**config.mk**
```make
export PLATFORM = sky130hd
export DESIGN_NAME = ogru_queue
export DESIGN_NICKNAME = d
export VERILOG_FILES = /design/src/rtl/ogru_pkg.sv /design/src/rtl/ogru_queue.sv
export VERILOG_INCLUDE_DIRS = /design/src /design/src/rtl
export SDC_FILE = /design/constraint.sdc
export NUM_CORES = 1
export LEC_CHECK = 0
export ABC_AREA = 1
export BUFFER_PORTS_ARGS = -buffer_cell sky130_fd_sc_hd__buf_2
export CELL_PAD_IN_SITES_DETAIL_PLACEMENT = 0
export CELL_PAD_IN_SITES_GLOBAL_PLACEMENT = 1
export CORE_MARGIN = 10
export CORE_UTILIZATION = 47
export CTS_CLUSTER_SIZE = 40
export DETAILED_ROUTE_END_ITERATION = 10
export GPL_TIMING_DRIVEN = 0
export PLACE_DENSITY = 0.87
export SLEW_MARGIN = 30
export SYNTH_ARGS = -nofsm -noshare
export SYNTH_HDL_FRONTEND = slang
export SYNTH_SLANG_ARGS = --single-unit
```
**constraint.sdc**
```tcl
create_clock -name clk_i -period 9.05 [get_ports clk_i]
set_input_delay 2.715 -clock clk_i [delete_from_list [all_inputs] [get_ports clk_i]]
set_output_delay 2.715 -clock clk_i [all_outputs]
set_load 0.01 [all_outputs]
```
**src/rtl/assert_macros.svh**
```systemverilog
// shared assertion helpers
`ifndef ASSERT_MACROS_SVH
`define ASSERT_MACROS_SVH

// property must hold at every clock edge outside reset
`define OGRU_ASSERT(name, clk, rst_n, prop, msg) \
  name: assert property (@(posedge clk) disable iff (!rst_n) (prop)) else $error(msg);

// condition must never be seen outside reset
`define OGRU_ASSERT_NEVER(name, clk, rst_n, cond, msg) \
  name: assert property (@(posedge clk) disable iff (!rst_n) !(cond)) else $error(msg);

`endif

```
**src/rtl/ogru_pkg.sv**
```systemverilog
package ogru_pkg;

  // default geometry
  localparam int GRID_COLS_DEF  = 256;
  localparam int GRID_ROWS_DEF  = 256;
  localparam int CELL_BITS_DEF  = 16;
  localparam int COORD_BITS_DEF = 16;

  // fixed field widths
  localparam int CFG_IDX_W  = 3;
  localparam int CFG_DATA_W = 16;
  localparam int VAL_W      = 16;
  localparam int CNT_W      = 10;
  localparam int DIM_W      = 9;

  typedef enum logic [CFG_IDX_W-1:0] {
    REG_HIT_INC  = 3'd0,
    REG_MISS_INC = 3'd1,
    REG_CELL_MAX = 3'd2,
    REG_CELL_MIN = 3'd3,
    REG_GRID_W   = 3'd4,
    REG_GRID_H   = 3'd5
  } cfg_reg_e;

  typedef enum logic {
    CMD_TRACE = 1'b0,
    CMD_READ  = 1'b1
  } cmd_e;

  // register reset values, Q7.8 where signed
  localparam logic signed [VAL_W-1:0] HIT_INC_RST  = 16'sd230;
  localparam logic signed [VAL_W-1:0] MISS_INC_RST = -16'sd179;
  localparam logic signed [VAL_W-1:0] CELL_MAX_RST = 16'sd1280;
  localparam logic signed [VAL_W-1:0] CELL_MIN_RST = -16'sd512;
  localparam logic [DIM_W-1:0]        GRID_DIM_RST = 9'd200;

  typedef struct packed {
    logic signed [VAL_W-1:0] hit_inc;
    logic signed [VAL_W-1:0] miss_inc;
    logic signed [VAL_W-1:0] cell_max;
    logic signed [VAL_W-1:0] cell_min;
    logic [DIM_W-1:0]        grid_w;
    logic [DIM_W-1:0]        grid_h;
  } cfg_t;

  // status from the walker back to the front and the queue
  typedef struct packed {
    logic clearing;
    logic take;
  } back_stat_t;

endpackage

```
**src/rtl/ogru_queue.sv**
```systemverilog
`include "assert_macros.svh"

module ogru_queue import ogru_pkg::*; #(
  parameter int W = 4 + 4 * COORD_BITS_DEF + 3 * (COORD_BITS_DEF + 3)
) (
  input  logic         clk_i,
  input  logic         rst_ni,
  input  logic         push_i,
  input  logic [W-1:0] data_i,
  input  back_stat_t   stat_i,
  output logic         full_o,
  output logic         valid_o,
  output logic [W-1:0] data_o
);

  localparam logic [1:0] QFull = 2'd2;

  logic [W-1:0] slot_q [2];
  logic         wr_q;
  logic         rd_q;
  logic [1:0]   cnt_q;

  always_ff @(posedge clk_i or negedge rst_ni) begin
    if (!rst_ni) begin
      wr_q  <= 1'b0;
      rd_q  <= 1'b0;
      cnt_q <= '0;
    end else begin
      if (push_i) begin
        wr_q <= ~wr_q;
      end
      if (stat_i.take) begin
        rd_q <= ~rd_q;
      end
      if (push_i && !stat_i.take) begin
        cnt_q <= cnt_q + 2'd1;
      end else if (!push_i && stat_i.take) begin
        cnt_q <= cnt_q - 2'd1;
      end
    end
  end

  always_ff @(posedge clk_i) begin
    if (push_i) begin
      slot_q[wr_q] <= data_i;
    end
  end

  assign full_o  = (cnt_q == QFull);
  assign valid_o = (cnt_q != 2'd0);
  assign data_o  = slot_q[rd_q];

  `OGRU_ASSERT_NEVER(a_no_overflow, clk_i, rst_ni, push_i && cnt_q == QFull, "push into full queue")
  `OGRU_ASSERT_NEVER(a_no_underflow, clk_i, rst_ni, stat_i.take && cnt_q == 2'd0, "pop from empty queue")

endmodule

```
**Yosys cells after proc, flatten, opt, wreduce, memory -nomap -nowiden**

Memory sizes are Yosys's and may differ from the RTL's.
Cells that the tools add are included.
W data, S select, Z words.

- Register bits: 4
- RAM bits: 250
- Bits of input ports: 130
- Output and inout bits: 127
- Memories: 1

- $add $sub $neg: 2
- Equality and inequality tests: 1
- Mux-type cells: 4
- Bitwise gates (word level): 2
- Reduce and logical (&&, ||, !) cells: 6

Memories:

| name | words | width | rd ports | clocked after memory_dff | wr ports | line | RTL |
|---|---|---|---|---|---|---|---|
| slot_q | 2 | 125 | 1 | 0 | 1 | ogru_queue.sv:18 | `logic [W-1:0] slot_q [2];` |

Operator list:

| kind | count |
|---|---|
| $mux W2 | 2 |
| $reduce_bool A2 Y1 | 2 |
| $add A2 B1 Y2 const B | 1 |
| $eq A2 B2 Y1 const B | 1 |
| $logic_and A1 B1 Y1 | 2 |
| $logic_not A1 Y1 | 2 |
| $mux W1 | 2 |
| $not A1 Y1 | 2 |
| $sub A2 B1 Y2 const B | 1 |

**Depth between registers and ports, before layout**

- Depth in word-level cells: 4
- Depth in mapped cells: 7

**Worst setup path after synthesis**

OpenSTA, ideal clock, no wires.

- Path type: input port to flip-flop
- Start point: input port push_i
- End point: memory slot_q[0][0] (netlist bit) (enable)
- Library setup time: 614 ps
- Arrival: 7984 ps
- Required time: 8436 ps
- Setup slack: 452 ps
- Cell stages on the path: 2
- Cells stage by stage: inv_1 -> nor2_1

- Word-level cells in the longest chain between the ends: 2

RTL lines:

| element | line | RTL |
|---|---|---|
| from (decl) | ogru_queue.sv:8 | `input logic push_i,` |
| $mux W1 | ogru_queue.sv:44 | `if (push_i) begin` |
| $mux W1 (implied by the code) | ogru_queue.sv:45 | `slot_q[wr_q] <= data_i;` |
| to (decl) | ogru_queue.sv:18 |  |

Every way passes these cells.

**Final worst setup path**

- Start point: register rd_q
- End point: output port data_o[69]

- Word-level cells in the longest chain between the ends: 1

RTL lines:

| element | line | RTL |
|---|---|---|
| from (decl) | ogru_queue.sv:20 | `logic rd_q;` |
| from (signal assigned) | ogru_queue.sv:33 | `rd_q <= ~rd_q;` |
| $mem_v2 Z2 W125 | -- |  |
| to (decl) | ogru_queue.sv:13 | `output logic [W-1:0] data_o` |

Every way passes these cells.

==> impl_metrics.env <==
export IMPL_slew_viol_final=0
export IMPL_slew_limit_headroom_pct=53.2
export IMPL_htree_num_levels=1
export IMPL_ys_warn_count=0
export IMPL_vdd_drop_max_uv=170
export IMPL_worstSetupPathDepth=5
export IMPL_clkSlewWorstSetupHoldPaths_ns=0.06
export IMPL_grt_pass1_wl_um=29600
export IMPL_initial_core_util_pct=48.0
export IMPL_finalNonFillerCells=985
export IMPL_drt_total_wl_um=19700
export IMPL_place_area_um2=11200
export IMPL_r2r_end="slot_q[0][99]$_DFFE_PP_"
export IMPL_yosysTopAreaCellShare_pct=80.0
export IMPL_areaGrowthSynthToFinish_pct=27.7
export IMPL_critPathKind="register to output pin"
export IMPL_stdcell_area_um2=12000
export IMPL_netlist_area_um2=9380
export IMPL_p_per_area_nw_per_um2=316
export IMPL_cts_buffers=26
export IMPL_routabilityCongestion=0.772
export IMPL_slowest_delay_ns=0.34
export IMPL_whs_ns=0.489
export IMPL_holdPathStages=2
export IMPL_finalSetupViolCount=0
export IMPL_p_clk_share_pct=26.4
export IMPL_vias_per_cell=4.85
export IMPL_power_frac_seq_pct=42.6
export IMPL_required_ns=6.34
export IMPL_multi_input_area_um2=1650
export IMPL_timing_final_crit_share_pct=50.8
export IMPL_dpl_hpwl_um=14300
export IMPL_coreArea_um2=19500
export IMPL_cap_viol_max_count=0
export IMPL_final_setup_tns_ns=0
export IMPL_num_fill_cells=1428
export IMPL_cts_num_sinks=254
export IMPL_antenna_found_initial=3
export IMPL_synth_area_leaders="edfxtp_1 (80%), mux2_2 (10%), mux2_4 (6.4%), dfrtp_1 (1.1%), buf_6 (0.72%)"
export IMPL_power_leakage_nw=4.67
export IMPL_worstSkewPairLatency_ns=0.51
export IMPL_status="completed"
export IMPL_ios=257
export IMPL_syn_inst=414
export IMPL_cpMostUsedCell="buf_6"
export IMPL_finalHoldViolCount=0
export IMPL_drcViolationCount=0
export IMPL_switching_share_pct=28.1
export IMPL_cts_resized=0
export IMPL_hp_start="cnt_q[1]$_DFFE_PN0P_"
export IMPL_comb_power_share_pct=31.0
export IMPL_p_int_mw=2.72
export IMPL_die_h_um=161
export IMPL_drt_iter0_markers=250
export IMPL_period_minus_slack_ns=4.60
export IMPL_cp_end_kind="output pin"
export IMPL_holdCritPathClass="register to register"
export IMPL_row_count=51
export IMPL_p_total_mw=3.78
export IMPL_drive_above_1_share_pct=60.2
export IMPL_grt_overflow=0
export IMPL_holdPathEnd="cnt_q[1]$_DFFE_PN0P_"
export IMPL_vias=4782
export IMPL_cp_arrival_ns=1.88
export IMPL_cts_root_buf="clkbuf_16"
export IMPL_synth_avg_cell_area_um2=22.7
export IMPL_die_w_um=161
export IMPL_dieArea_um2=26000
export IMPL_cts_tree="yes"
export IMPL_p_sw_mw=1.06
export IMPL_wl_per_cell_um=20.0
export IMPL_rsz0062_at_grt="no"
export IMPL_cts_setup_buffers=0
export IMPL_r2r_cells=4
export IMPL_timing_fmax_mhz=218
export IMPL_clockBufferDepth=3
export IMPL_grt_usage_pct=14.4
export IMPL_cp_max_fo=10
export IMPL_final_common_cell="buf_2"
export IMPL_crit_slowest_cell="dfrtp_1"
export IMPL_path_cells="buf_6 -> buf_6 -> buf_6 -> mux2_4 -> buf_2"
export IMPL_reg2reg_from="wr_q$_DFFE_PN0P_"
export IMPL_dr_pass1_iters=4
export IMPL_layout_common_cells="buf_2 (263), edfxtp_1 (250), mux2_2 (85)"
export IMPL_dp_cells=941
export IMPL_clock_skew_ns=0.00778
export IMPL_post_synth_num_cell_types=14
export IMPL_r2r_slack_ns=7.09
export IMPL_cp_start_kind="register"
export IMPL_crit_family="buffers and inverters"
export IMPL_worst_pin_slew_ns=0.700
export IMPL_synth_net_count=545
export IMPL_nets=835
export IMPL_critPathBufInv=4
export IMPL_yosys_register_bits=254
export IMPL_seq_area_frac_synth_pct=81.1
export IMPL_grt_start_max_net_pins=65
export IMPL_synth_largest_area_cell="edfxtp_1"
export IMPL_grt_pass1_vias=5340
export IMPL_postCtsHoldBufs=0
export IMPL_detail_route_antenna_nets=0
export IMPL_port_buffer_count=255
export IMPL_register_area_um2=7610
export IMPL_setup_worst_path_start="rd_q$_DFFE_PN0P_"
[synth_stat cells (all sizes together)]
library cell	instances
edfxtp	250
mux2	125
buf	14
inv	7
nand2	6
dfrtp	4
nor2	2
xor2	2
ha	1
nand3	1
nand4	1
xnor2	1
[worst max path at each step]
stage                                          end
after floorplan             slot_q[0][0]$_DFFE_PP_
after global placement     slot_q[0][70]$_DFFE_PP_
after detailed placement  slot_q[0][100]$_DFFE_PP_
after CTS                               data_o[39]
after global routing                    data_o[93]
final                                   data_o[69]
[state kept, by name (all words and copies together) (netlist names)]
name	flops
rd_q	1
cnt_q	2
wr_q	1
slot_q	250
[area by class of cell]
class / instances / area share, %
repair buffers: 262 / 12.2
diodes: 1 / 0.0209
inverters: 7 / 0.282
flip-flops and latches: 254 / 63.5
well taps: 265 / 2.77
clock buffers: 34 / 5.86
multi-input cells: 139 / 13.7
plain buffers: 14 / 0.898
clock inverters: 9 / 0.763
[cell families (layout without fill, tap and decap cells)]
kind of cell               count (synthesis)  count (layout)  share of synthesized area [%]
xor gates and xnor gates                   3               3                          0.280
adders and majority gates                  1               1                          0.133
buffers and inverters                     21             326                           1.43
DFF                                      254             254                           81.1
muxes                                    125             125                           16.6
other                                      0               1                              0
and+or+nand+nor                           10              10                          0.440
[per-stage QoR]
stage,setup slack (ns),util [%]
6_report,4.45,61.3
3_3_place_gp,-2.30,56.3
2_1_floorplan,0.452,-
4_1_cts,4.40,61.3
5_1_grt,4.36,61.3
3_5_place_dp,4.60,57.3
[worst register-to-register path, cell delays in order, from the launching register on]
cell and delay (ns):
dfrtp_1 0.43, nor2_4 0.58, buf_16 0.25, buf_16 0.19, buf_16 0.20
[power by group through the flow]
stage | sequential (mW) | combinational [mW] | clock (mW)
after floorplan | 1.66 | 0.720 | 0
after CTS | 1.61 | 1.20 | 1.03
after global routing | 1.63 | 1.26 | 1.08
after detailed placement | 1.64 | 1.20 | 0
final | 1.61 | 1.17 | 0.998
after global placement | 1.68 | 1.12 | 0
[per-layer routing]
layer / track usage (%) / vias to the layer above / routed length [µm]
li1: - / 2218 / -
met1: 16.4 / 2308 / 7530
met2: 24.5 / 214 / 9870
met3: 5.44 / 38 / 1780
met4: 4.63 / 4 / 549
met5: 0 / - / 22
No activity file was read; power rests on OpenSTA's default activity.
