## config.mk

```make
export PLATFORM = sky130hd
export DESIGN_NAME = ogru_front
export DESIGN_NICKNAME = d
export VERILOG_FILES = /design/src/rtl/assert_macros.svh /design/src/rtl/ogru_pkg.sv /design/src/rtl/ogru_front.sv
export SDC_FILE = /design/constraint.sdc
export NUM_CORES = 1
export LEC_CHECK = 0
export ABC_CLOCK_PERIOD_IN_PS = 5000
export BUFFER_PORTS_ARGS = -buffer_cell sky130_fd_sc_hd__buf_2
export CAP_MARGIN = 15
export CORE_ASPECT_RATIO = 1.4
export CORE_MARGIN = 2
export CORE_UTILIZATION = 49
export DETAILED_ROUTE_END_ITERATION = 8
export GPL_ROUTABILITY_DRIVEN = 1
export GPL_TIMING_DRIVEN = 0
export PLACE_DENSITY = 0.87
export SYNTH_ARGS = -nofsm -noshare
export SYNTH_HDL_FRONTEND = slang
export SYNTH_SLANG_ARGS = --single-unit
```

## constraint.sdc

```tcl
create_clock -name vclk -period 5
set_input_delay 0 -clock vclk [all_inputs]
set_output_delay 0 -clock vclk [all_outputs]
set_load 0.01 [all_outputs]
```

## src/rtl/assert_macros.svh

```systemverilog
// shared assertion helpers
`ifndef ASSERT_MACROS_SVH
`define ASSERT_MACROS_SVH

// property must hold at every clock edge outside reset
`define OGRU_ASSERT(name, clk, rst_n, prop, msg) \
  name: assert property (@(posedge clk) disable iff (!rst_n) (prop)) else $error(msg);

// condition must never be seen outside reset
`define OGRU_ASSERT_NEVER(name, clk, rst_n, cond, msg) \
  name: assert property (@(posedge clk) disable iff (!rst_n) !(cond)) else $error(msg);

`endif

```

## src/rtl/ogru_pkg.sv

```systemverilog
package ogru_pkg;

  // default geometry
  localparam int GRID_COLS_DEF  = 256;
  localparam int GRID_ROWS_DEF  = 256;
  localparam int CELL_BITS_DEF  = 16;
  localparam int COORD_BITS_DEF = 16;

  // fixed field widths
  localparam int CFG_IDX_W  = 3;
  localparam int CFG_DATA_W = 16;
  localparam int VAL_W      = 16;
  localparam int CNT_W      = 10;
  localparam int DIM_W      = 9;

  typedef enum logic [CFG_IDX_W-1:0] {
    REG_HIT_INC  = 3'd0,
    REG_MISS_INC = 3'd1,
    REG_CELL_MAX = 3'd2,
    REG_CELL_MIN = 3'd3,
    REG_GRID_W   = 3'd4,
    REG_GRID_H   = 3'd5
  } cfg_reg_e;

  typedef enum logic {
    CMD_TRACE = 1'b0,
    CMD_READ  = 1'b1
  } cmd_e;

  // register reset values, Q7.8 where signed
  localparam logic signed [VAL_W-1:0] HIT_INC_RST  = 16'sd230;
  localparam logic signed [VAL_W-1:0] MISS_INC_RST = -16'sd179;
  localparam logic signed [VAL_W-1:0] CELL_MAX_RST = 16'sd1280;
  localparam logic signed [VAL_W-1:0] CELL_MIN_RST = -16'sd512;
  localparam logic [DIM_W-1:0]        GRID_DIM_RST = 9'd200;

  typedef struct packed {
    logic signed [VAL_W-1:0] hit_inc;
    logic signed [VAL_W-1:0] miss_inc;
    logic signed [VAL_W-1:0] cell_max;
    logic signed [VAL_W-1:0] cell_min;
    logic [DIM_W-1:0]        grid_w;
    logic [DIM_W-1:0]        grid_h;
  } cfg_t;

  // status from the walker back to the front and the queue
  typedef struct packed {
    logic clearing;
    logic take;
  } back_stat_t;

endpackage

```

## src/rtl/ogru_front.sv

```systemverilog
module ogru_front import ogru_pkg::*; #(
  parameter int COORD_BITS = COORD_BITS_DEF,
  parameter int JOB_W      = 4 + 4 * COORD_BITS_DEF + 3 * (COORD_BITS_DEF + 3)
) (
  input  logic                         start_i,
  input  logic                         cmd_i,
  input  logic signed [COORD_BITS-1:0] start_x_i,
  input  logic signed [COORD_BITS-1:0] start_y_i,
  input  logic signed [COORD_BITS-1:0] end_x_i,
  input  logic signed [COORD_BITS-1:0] end_y_i,
  input  logic                         endpoint_hit_i,
  input  back_stat_t                   stat_i,
  input  logic                         full_i,
  output logic                         busy_o,
  output logic                         push_o,
  output logic [JOB_W-1:0]             job_o
);

  localparam int ErrW = COORD_BITS + 3;

  // must match the layout in ogru_back
  typedef struct packed {
    cmd_e                        cmd;
    logic                        hit;
    logic                        sx_pos;
    logic                        sy_pos;
    logic signed [COORD_BITS-1:0] x0;
    logic signed [COORD_BITS-1:0] y0;
    logic signed [COORD_BITS-1:0] x1;
    logic signed [COORD_BITS-1:0] y1;
    logic signed [ErrW-1:0]      dx;
    logic signed [ErrW-1:0]      dy;
    logic signed [ErrW-1:0]      err;
  } job_t;

  logic signed [ErrW-1:0] diff_x;
  logic signed [ErrW-1:0] diff_y;
  job_t                   job;

  always_comb begin
    diff_x     = ErrW'(end_x_i) - ErrW'(start_x_i);
    diff_y     = ErrW'(end_y_i) - ErrW'(start_y_i);
    job.cmd    = cmd_e'(cmd_i);
    job.hit    = endpoint_hit_i;
    job.sx_pos = (start_x_i < end_x_i);
    job.sy_pos = (start_y_i < end_y_i);
    job.x0     = start_x_i;
    job.y0     = start_y_i;
    job.x1     = end_x_i;
    job.y1     = end_y_i;
    job.dx     = diff_x[ErrW-1] ? -diff_x : diff_x;
    job.dy     = diff_y[ErrW-1] ? -diff_y : diff_y;
    job.err    = job.dx - job.dy;
  end

  assign busy_o = stat_i.clearing | full_i;
  assign push_o = start_i & ~busy_o;
  assign job_o  = job;

endmodule

```

# == Word-level counts from Yosys, hierarchy flattened ==
# Index checks and enable logic that the tools add are counted.
# totals
ff_bits,0
inputBits,70
output_inout_bits,127
# classes
addsub,5
order_cmp,2
n_mux,2
bitwise,3
# ops
operator,count
$mux 19,2
$neg 17->19,2
$sub 16x16->17,2
$lt 16x16->1,2
$sub 19x19->19,1
$and 1x1->1,1
$not 1->1,1
$or 1x1->1,1

# == Longest topological paths before layout ==
# Gate-level depths: netlist (run 1).
# depth
word_depth,4
ltp_mapped,25
depth_no_buf,24

# == Worst setup path before layout (run 1) ==
# No wires, ideal clock.
# synth_path
kind,input-to-output
from,input end_x_i[0]
to,output job_o[16]
arrival_time_ns,4.683
required_ns,5.000
setup_slack_ns,0.317
stages,25
cell_sequence,inv_1 > ha_1 > fa_1 > nand2b_1 > a21oi_1 > o21ai_1 > o21ai_0 > a2111o_1 > a21boi_0 > clkbuf_1 > nor2_1 > a21oi_1 > inv_1 > fa_1 > nor2b_1 > o21ai_0 > a21boi_0 > o21ai_0 > a21oi_1 > o21ai_0 > a21oi_1 > nor2_1 > maj3_2 > o21ai_1 > xor2_1
# synth_via
elab_chain_cells,4
# synth_rtl
item,line_no,text
"start, declared",ogru_front.sv:9,"input logic signed [COORD_BITS-1:0] end_x_i,"
$sub 16x16->17 (*),ogru_front.sv:41,diff_x = ErrW'(end_x_i) - ErrW'(start_x_i);
$neg 17->19,ogru_front.sv:51,job.dx = diff_x[ErrW-1] ? -diff_x : diff_x;
$mux 19 (*),ogru_front.sv:51,
named net job_o[39],ogru_front.sv:16,output logic [JOB_W-1:0] job_o
$sub 19x19->19 (*),ogru_front.sv:53,job.err = job.dx - job.dy;
"end, declared",ogru_front.sv:16,
# Mark *: on every way through the listed nets, which the timed path passes. The rest lies on a longest branch.

# == Final worst setup path (run 1) ==
# layout_path
from,input start_y_i[5]
to,output job_o[17]
# layout_via
elab_chain_cells,4
# layout_rtl
item,line_no,text
"start, declared",ogru_front.sv:8,"input logic signed [COORD_BITS-1:0] start_y_i,"
$sub 16x16->17 (*),ogru_front.sv:42,diff_y = ErrW'(end_y_i) - ErrW'(start_y_i);
$neg 17->19,ogru_front.sv:52,job.dy = diff_y[ErrW-1] ? -diff_y : diff_y;
$mux 19 (*),ogru_front.sv:52,
$sub 19x19->19 (*),ogru_front.sv:53,
# Every way passes the cells marked *; elsewhere a longest branch is shown, timed or not.

==> reports/metrics.cfg, run 1 <==
[outcome]
status = complete, no violations

[yosys]
syn_area_per_cell_sq_um = 6.85
yosysWarnings = 0
synth_top_cell_by_area = ha_1
synth_area_leaders = ha_1 17%, buf_4 14%, xnor2_1 9.5%, inv_1 6.8%, xor2_1 5.8%
yosys.cell_count.top_type = buf_4
synth_area_sq_um = 3800
synth_top_cell_area_share_pct = 17.5
synth.distinct_cells = 68
synthTopCellsByCount = 72 x buf_4, 69 x inv_1, 53 x ha_1
seq_area_frac_synth_pct = 0
synthCells = 555

[global_routing]
use_met3_pct = 0.501
grt_usage_pct = 23.3
met1_usage_pct = 24.9
grt_pass1_wl_um = 17000
grt_util_met2_pct = 48.5
antenna_found_initial = 0
grt_max_degree = 11
busiest_layer = met2
grt_pass1_vias = 4213
grt_overflow = 0

[sta]
setup_viol = 0
hold_violations = 0
relSlewSlack_pct = 62.3
fmax_ghz = 0.214
final_max_slew_viol_count = 0
period_share_pct = 93.6
period_minus_slack_ps = 4680
fin_tns_setup_ps = 0
tightest_slew_ps = 556

[placement]
place_area_sq_um = 4890
hpwl_um = 9080
port_buffers = 190
place.gp.congestion = 0.940

[critical_path]
worstSetupPathType = in -> out
crit_path_end_kind = primary output
worst_setup_path_start_kind = input port
critPathMaxFanout = 9
critical_path_required_ps = 5000
cp.arrival_ps = 4680

[clocking]
cts_hold_buffers = 0

[detailed_routing]
drtIter0Drc = 107
wl_um = 10500
antenna_left = 0
vias = 4464
wl_per_cell_um = 12.3
drtPass1Iterations = 4
drc_errors = 0
via_per_inst = 5.25

[hold_path]
hold_end = job_o[123]
hold_class = in -> out
min_path_cells = 2
worstHoldStart = endpoint_hit_i

[die]
initial_core_util_pct = 49.6
num_rows = 38
ios = 197
die_w_um = 78.4
die-area_sq_um = 8490
design.core.area_sq_um = 7650
dieHeight_um = 108

[power]
power_leakage_nw = 2.79
p_total_mw = 1.65
p_per_area_nw_per_um2 = 331
netSwitchingFraction_pct = 56.5
p_seq_share_pct = 0
p_switching_mw = 0.932
peakVddDrop_uv = 203
intPower_mw = 0.717
p_comb_share_pct = 100.0
p_clk_share_pct = 0

[job]
drv_cap = 0

[cells_and_area]
syn2layout_area_growth_pct = 31.1
nFillCells = 709
n_sequential_cell = 0
drive_above_1_share_pct = 39.9
seq_area_sq_um = 0
fin_nets = 879
nClkBuffers = 0
final_area_sq_um = 4980
antennaDiodeCount = 0

## stage by stage
| stage | setup slack [ps] | hold slack, ps | utilization, % | cells |
|---|---|---|---|---|
| floorplan | 317 | 87.1 | - | 559 |
| global placement | -476 | 185 | 63.9 | 849 |
| detailed placement | -666 | 184 | 63.9 | 849 |
| CTS | 1.93 | 185 | 64.2 | 849 |
| global route | -62.5 | 193 | 65.1 | 851 |
| finish | 320 | 183 | 65.1 | 851 |
## cell families after synthesis
kind of cell	synth area share, %
and+or+nand+nor	20.5
buffers and inverters	21.5
AOI/OAI and AO/OA	23.2
xor gates and xnor gates	15.2
adders and majority gates	19.3
other	0.198
## final cells by class
type                            count  area, sq um  share of cell area [%]
Timing Repair Buffer              192          966                    19.4
Multi-Input combinational cell    414         3060                    61.5
Inverter                           70          263                    5.28
Buffer                             75          563                    11.3
Tap cell                          100          125                    2.51
## placed cells by master (no fill, tap or decap), types with 4 or more instances in the layout
| master | synthesis | layout |
|---|---|---|
| buf_2 | 1 | 191 |
| buf_4 | 72 | 74 |
| inv_1 | 69 | 69 |
| ha_1 | 53 | 53 |
| nor2_1 | 44 | 44 |
| xnor2_1 | 41 | 41 |
| a21oi_1 | 40 | 35 |
| o21ai_0 | 35 | 30 |
| nand2_1 | 27 | 27 |
| xor2_1 | 25 | 25 |
| a21o_1 | 12 | 12 |
| nand3_1 | 10 | 10 |
| nand2b_1 | 9 | 9 |
| nor3_1 | 9 | 9 |
| and3_1 | 7 | 7 |
| a21oi_2 | 1 | 6 |
| conb_1 | 2 | 6 |
| o21a_1 | 5 | 5 |
| nor2b_1 | 5 | 5 |
| or2_2 | 5 | 5 |
| a31oi_1 | 5 | 5 |
| or4_1 | 4 | 4 |
| nand3b_1 | 4 | 4 |
| o21ai_2 | 0 | 4 |
| o31ai_1 | 4 | 4 |
## routing by layer
metal / vias to the layer above / part of all wire [%]
met2: 170 / 56
met4: 0 / 3.0
met1: 2034 / 37
li1: 2229 / -
met5: - / 0
met3: 31 / 4.8
## worst max path at each step
| stage | from | endpoint | slack, ps | cells past startpoint |
|---|---|---|---|---|
| after global routing | end_x_i[0] | job_o[16] | -60 | 27 |
| after global placement | start_x_i[0] | job_o[16] | -480 | 26 |
| after floorplan | end_x_i[0] | job_o[16] | 320 | 25 |
| after detailed placement | end_x_i[0] | job_o[16] | -670 | 27 |
| final | start_y_i[5] | job_o[17] | 320 | 24 |
| after CTS | end_x_i[0] | job_o[16] | 2 | 27 |
## power by group through the flow
stage          combinational (mW)  sequential (mW)  clock (mW)
6_report                     1.65                0           0
5_1_grt                      1.81                0           0
4_1_cts                      1.60                0           0
3_5_place_dp                 1.58                0           0
3_3_place_gp                 1.53                0           0
2_1_floorplan                1.07                0           0
## worst max-delay path, cell delays in order
cell	delay, ps
buf_2	90
inv_1	30
ha_1	180
buf_4	150
or4_1	500
o22ai_1	320
nor2_1	170
o32ai_4	460
nand2_1	150
o21ai_2	130
inv_1	80
ha_1	260
nor2b_1	130
o21ai_0	140
nand2b_1	100
a21oi_1	220
o21ai_0	150
nor2b_1	170
o21ai_1	200
a21oi_1	160
o211a_1	260
o31ai_1	270
xnor2_1	180
buf_2	160
## repair_timing
item	CTS	global route
setup endpoints to repair	6	5
pin swaps	1	4
gates resized for setup	10	14
setup buffers	0	2
Note: power is estimated with default switching activity, not from simulation.
==> run 2: changes to the inputs <==
- ABC_AREA: not set -> 1
- ABC_CLOCK_PERIOD_IN_PS: 5000 -> not set
- CORE_UTILIZATION: 49 -> 46
- PLACE_DENSITY: 0.87 -> 0.83
- clock period: 5 -> 4.3 ns (I/O delays scaled with it)
==> run 2 against run 1 <==
Effect of this change:
- combinational power grew 24%
- total power grew 24%
- wire length grew 2.1%
- synthesized cell count grew 39%
- critical path depth grew 6
- final cell count grew 27%
- cell area grew 12%
- global-route usage shrank 3.4 points
- non-clock buffer count shrank 2
- largest cell class unchanged
==> reports/metrics.cfg, run 2 <==
[sta]
fmax_ghz = 0.252
final_max_slew_viol_count = 0  ; unchanged
period_share_pct = 92.1
hold_violations = 0  ; unchanged
period_minus_slack_ps = 3960
setup_viol = 0  ; unchanged

[die]
ios = 197  ; unchanged
num_rows = 42  ; +11%
initial_core_util_pct = 46.8  ; -2.9 points
die-area_sq_um = 10300  ; +22%
dieHeight_um = 119  ; +10%
die_w_um = 86.4  ; +10%
design.core.area_sq_um = 9350  ; +22%

[critical_path]
crit_path_end_kind = primary output
max_stage_delay_ps = 390  ; -110 ps
worstSetupPathType = in -> out
critPathMaxFanout = 6  ; -3
critical_path_required_ps = 4300  ; -700 ps
slowest_stage = fa_1
timing.critical_path.mode_cell = nand2_1
worst_setup_path_start_kind = input port
cp.arrival_ps = 3960  ; -720 ps

[yosys]
yosys.cell_count.top_type = nand2_1
synthTopCellsByCount = 204 x nand2_1, 164 x inv_1, 70 x buf_4
yosysWarnings = 0  ; unchanged
synth_top_cell_by_area = nand2_1
synth_area_leaders = nand2_1 17%, ha_1 15%, inv_1 14%, buf_4 12%, xor2_1 6.4%
syn_area_per_cell_sq_um = 5.68  ; -17%
synth_top_cell_area_share_pct = 17.5  ; +0.044 points
synthCells = 771  ; +39%
seq_area_frac_synth_pct = 0  ; unchanged
synth.distinct_cells = 41  ; -40%
synth_area_sq_um = 4380  ; +15%

[detailed_routing]
antenna_left = 0  ; unchanged
via_per_inst = 4.70  ; -10%
drc_errors = 0  ; unchanged
drtIter0Drc = 108  ; +0.93%
drtPass1Iterations = 4  ; unchanged
wl_um = 10700  ; +2.1%
wl_per_cell_um = 9.96  ; -19%
vias = 5066  ; +13%

[power]
power_leakage_nw = 3.63  ; +30%
p_total_mw = 2.05  ; +24%
p_per_area_nw_per_um2 = 367  ; +11%
peakVddDrop_uv = 201  ; -0.94%

[global_routing]
grt_pass1_vias = 4557  ; +8.2%
grt_pass1_wl_um = 17700  ; +4.0%
grt_usage_pct = 19.8  ; -3.4 points
grt_max_degree = 11  ; unchanged
antenna_found_initial = 0  ; unchanged
grt_overflow = 0  ; unchanged

[cells_and_area]
drive_above_1_share_pct = 35.1  ; -4.9 points
syn2layout_area_growth_pct = 27.5
fin_util_pct = 59.6  ; -5.4 points
fin_nets = 1095  ; +25%
mostFrequentLayoutCell = nand2_1
antennaDiodeCount = 0  ; unchanged
seq_area_sq_um = 0  ; unchanged
n_sequential_cell = 0  ; unchanged
layout_common_cells = 204 x nand2_1, 191 x buf_2, 164 x inv_1
final_area_sq_um = 5580  ; +12%
nClkBuffers = 0  ; unchanged

[outcome]
status = complete, no violations

[placement]
hpwl_um = 9690  ; +6.7%
port_buffers = 190  ; unchanged
place_area_sq_um = 5480  ; +12%
place.gp.congestion = 0.888  ; -5.6%

[hold_path]
hold_class = in -> out

[clocking]
cts_hold_buffers = 0  ; unchanged

[job]
drv_cap = 0  ; unchanged

run 2: cell count changes in the layout (fill, tap and decap cells not counted), sizes merged, moves of 16 or more:
cell,before,now
xnor2,41,11
nand4,3,19
nand2,28,226
nand3,11,48
inv,70,174
o21ai,37,12
run 2: worst max-delay path: cells and delay by family:
family	cells	cell delay (ps)
and+or+nand+nor	16	1620
AOI/OAI and AO/OA	5	760
adders and majority gates	3	880
buffers and inverters	5	520
xor gates and xnor gates	1	160
run 2: timing repair:
action | 4_1_cts | 5_1_grt
pin swaps | 0 | 1
endpoints found under the setup margin | 3 | 7
gates resized for setup | 5 | 13
setup buffers | 0 | 2
run 2: per-layer routing:
| layer | GRT usage, % | part of all wire [%] | wire length (um) |
|---|---|---|---|
| met1 | 21.0 | 37 | 4000 |
| met2 | 41.3 | 55 | 5890 |
| met3 | 0.693 | 5.6 | 597 |
| met4 | 4.20 | 2.2 | 237 |
| met5 | 0 | 0 | 0 |
run 2: report_power, final:
part / internal (mW) / switching [mW]
logic: 0.846 / 1.20
clock network: 0 / 0
registers: 0 / 0
total: 0.846 / 1.20
run 2: worst paths after layout:
kind,end,cells after the start,slack (ps),start
max,job_o[17],30,340,start_y_i[0]
min,job_o[124],2,180,cmd_i
run 2: cell type report:
type               count  area (sq um)
repair buffers       192           966
plain buffers         73           553
inverters            174           653
well taps            110           138
fillers              979          3770
multi-input cells    528          3270
run 2: metrics by stage:
stage / cells / hold WS [ps] / setup slack (ps) / TNS, ps
4_1_cts: 1075 / 184 / 24.3 / 0
3_3_place_gp: 1075 / 184 / -226 / -494
5_1_grt: 1077 / 190 / -3.07 / -5.21
6_report: 1077 / 183 / 339 / 0
3_5_place_dp: 1075 / 184 / -285 / -650
2_1_floorplan: 775 / 87.1 / 493 / 0
run 2: logic make-up (layout without fill, tap and decap cells):
group | count (synthesis) | after routing | share of synthesized area, %
compound gates | 64 | 64 | 8.75
xor+xnor | 44 | 44 | 8.98
other cells | 2 | 6 | 0.172
simple gates | 358 | 358 | 38.0
buf+inv | 247 | 439 | 27.6
fa+ha+maj | 56 | 56 | 16.5
==> run 3: changes to the inputs <==
- RECOVER_POWER: not set -> 100
==> run 3 against run 2 <==
Effect of this change:
- sequential share of layout area did not move
- die area stayed put
- core utilization is 1.5 points lower
- cell area shrank 2.5%
- via count shrank 0.38%
- wire length up 0.27%
- worst hold slack better by 25 ps
==> reports/metrics.cfg, run 3 (synthesized netlist as in run 2, its figures left out) <==
[detailed_routing]
antenna_left = 0  ; unchanged
via_per_inst = 4.69  ; -0.38%
vias = 5047  ; -0.38%
wl_um = 10800  ; +0.27%
drc_errors = 0  ; unchanged
wl_per_cell_um = 9.99  ; +0.27%
drtPass1Iterations = 4  ; unchanged
drtIter0Drc = 97  ; -10%

[placement]
place.gp.congestion = 0.888  ; unchanged
hpwl_um = 9690  ; unchanged
preCtsSetupSlack_ps = -285  ; unchanged
port_buffers = 190  ; unchanged
dp.cells = 1075  ; unchanged
place_area_sq_um = 5480  ; unchanged

[hold_path]
hold_class = in -> out
min_path_cells = 2  ; unchanged
worstHoldStart = endpoint_hit_i

[sta]
fin_tns_setup_ps = 0  ; unchanged
finalWorstSetupSlack_ps = 340  ; +0.375 ps
hold_violations = 0  ; unchanged
fmax_ghz = 0.252  ; about the same
hold_ws_ps = 208  ; +24.7 ps
period_share_pct = 92.1  ; about the same
setup_viol = 0  ; unchanged
final_max_slew_viol_count = 0  ; unchanged
period_minus_slack_ps = 3960  ; -0.375 ps

[cells_and_area]
fin_nets = 1095  ; unchanged
syn2layout_area_growth_pct = 24.3
seq_area_sq_um = 0  ; unchanged
mostFrequentLayoutCell = nand2_1
n_sequential_cell = 0  ; unchanged
layout_common_cells = 204 x nand2_1, 164 x inv_1, 101 x buf_2
drive_above_1_share_pct = 25.0  ; -10 points
nClkBuffers = 0  ; unchanged
layout.cells.non_filler = 1077  ; unchanged
fin_util_pct = 58.2  ; -1.5 points
final_area_sq_um = 5440  ; -2.5%
antennaDiodeCount = 0  ; unchanged

[die]
die_w_um = 86.4  ; unchanged
num_rows = 42  ; unchanged
dieHeight_um = 119  ; unchanged
die-area_sq_um = 10300  ; unchanged
ios = 197  ; unchanged
initial_core_util_pct = 46.8  ; unchanged
design.core.area_sq_um = 9350  ; unchanged

[critical_path]
path_buf_inv = 6  ; +1
timing.critical_path.mode_cell = nand2_1
worst_setup_path_start_kind = input port
path_delay_family = simple AND/OR/NAND/NOR gates
crit_path_end_kind = primary output
crit_path_start = end_y_i[0]
critPathMaxFanout = 6  ; unchanged
worstSetupPathType = in -> out
slowest_stage = fa_1
cp.arrival_ps = 3960  ; about the same
path_depth = 31  ; +3.3%
max_stage_delay_ps = 390  ; about the same
critical_path_required_ps = 4300  ; about the same

[power]
power_leakage_nw = 3.38  ; -6.9%
peakVddDrop_uv = 197  ; -1.8%
p_per_area_nw_per_um2 = 372  ; +1.2%
p_total_mw = 2.02  ; -1.3%

[global_routing]
grt_usage_pct = 19.8  ; unchanged
grt_max_degree = 11  ; unchanged
grt_pass1_wl_um = 17700  ; unchanged
antenna_found_initial = 0  ; unchanged
grt_pass1_vias = 4557  ; unchanged
grt_overflow = 0  ; unchanged

[clocking]
cts_hold_buffers = 0  ; unchanged

[outcome]
status = complete, no violations

[job]
drv_cap = 0  ; unchanged

## run 3: worst paths after layout
| path | to | slack [ps] |
|---|---|---|
| max | job_o[17] | 340 |
| min | job_o[123] | 210 |
## run 3: cell type report
type                       instances  area (sq um)
fill                            1033          3910
multi-input combinational        528          3240
timing repair buffer             192           853
inverter                         174           653
buffer                            73           553
tap                              110           138
## run 3: timing repair
item                                    CTS  global route
buffers inserted                          0             2
pin swaps                                 0             1
gates resized for setup                   5            13
endpoints found under the setup margin    3             7
## run 3: per-layer routing
| metal | routed length [um] | global-route usage, % | vias to the layer above |
|---|---|---|---|
| li1 | - | - | 2705 |
| met1 | 4000 | 21.0 | 2191 |
| met2 | 5870 | 41.3 | 134 |
| met3 | 648 | 0.693 | 17 |
| met4 | 238 | 4.20 | 0 |
| met5 | 0 | 0 | - |
## run 3: power breakdown
part / leakage (nW) / switching [mW] / total (mW) / internal (mW)
combinational: 3.38 / 1.20 / 2.02 / 0.819
sequential: 0 / 0 / 0 / 0
clock: 0 / 0 / 0 / 0
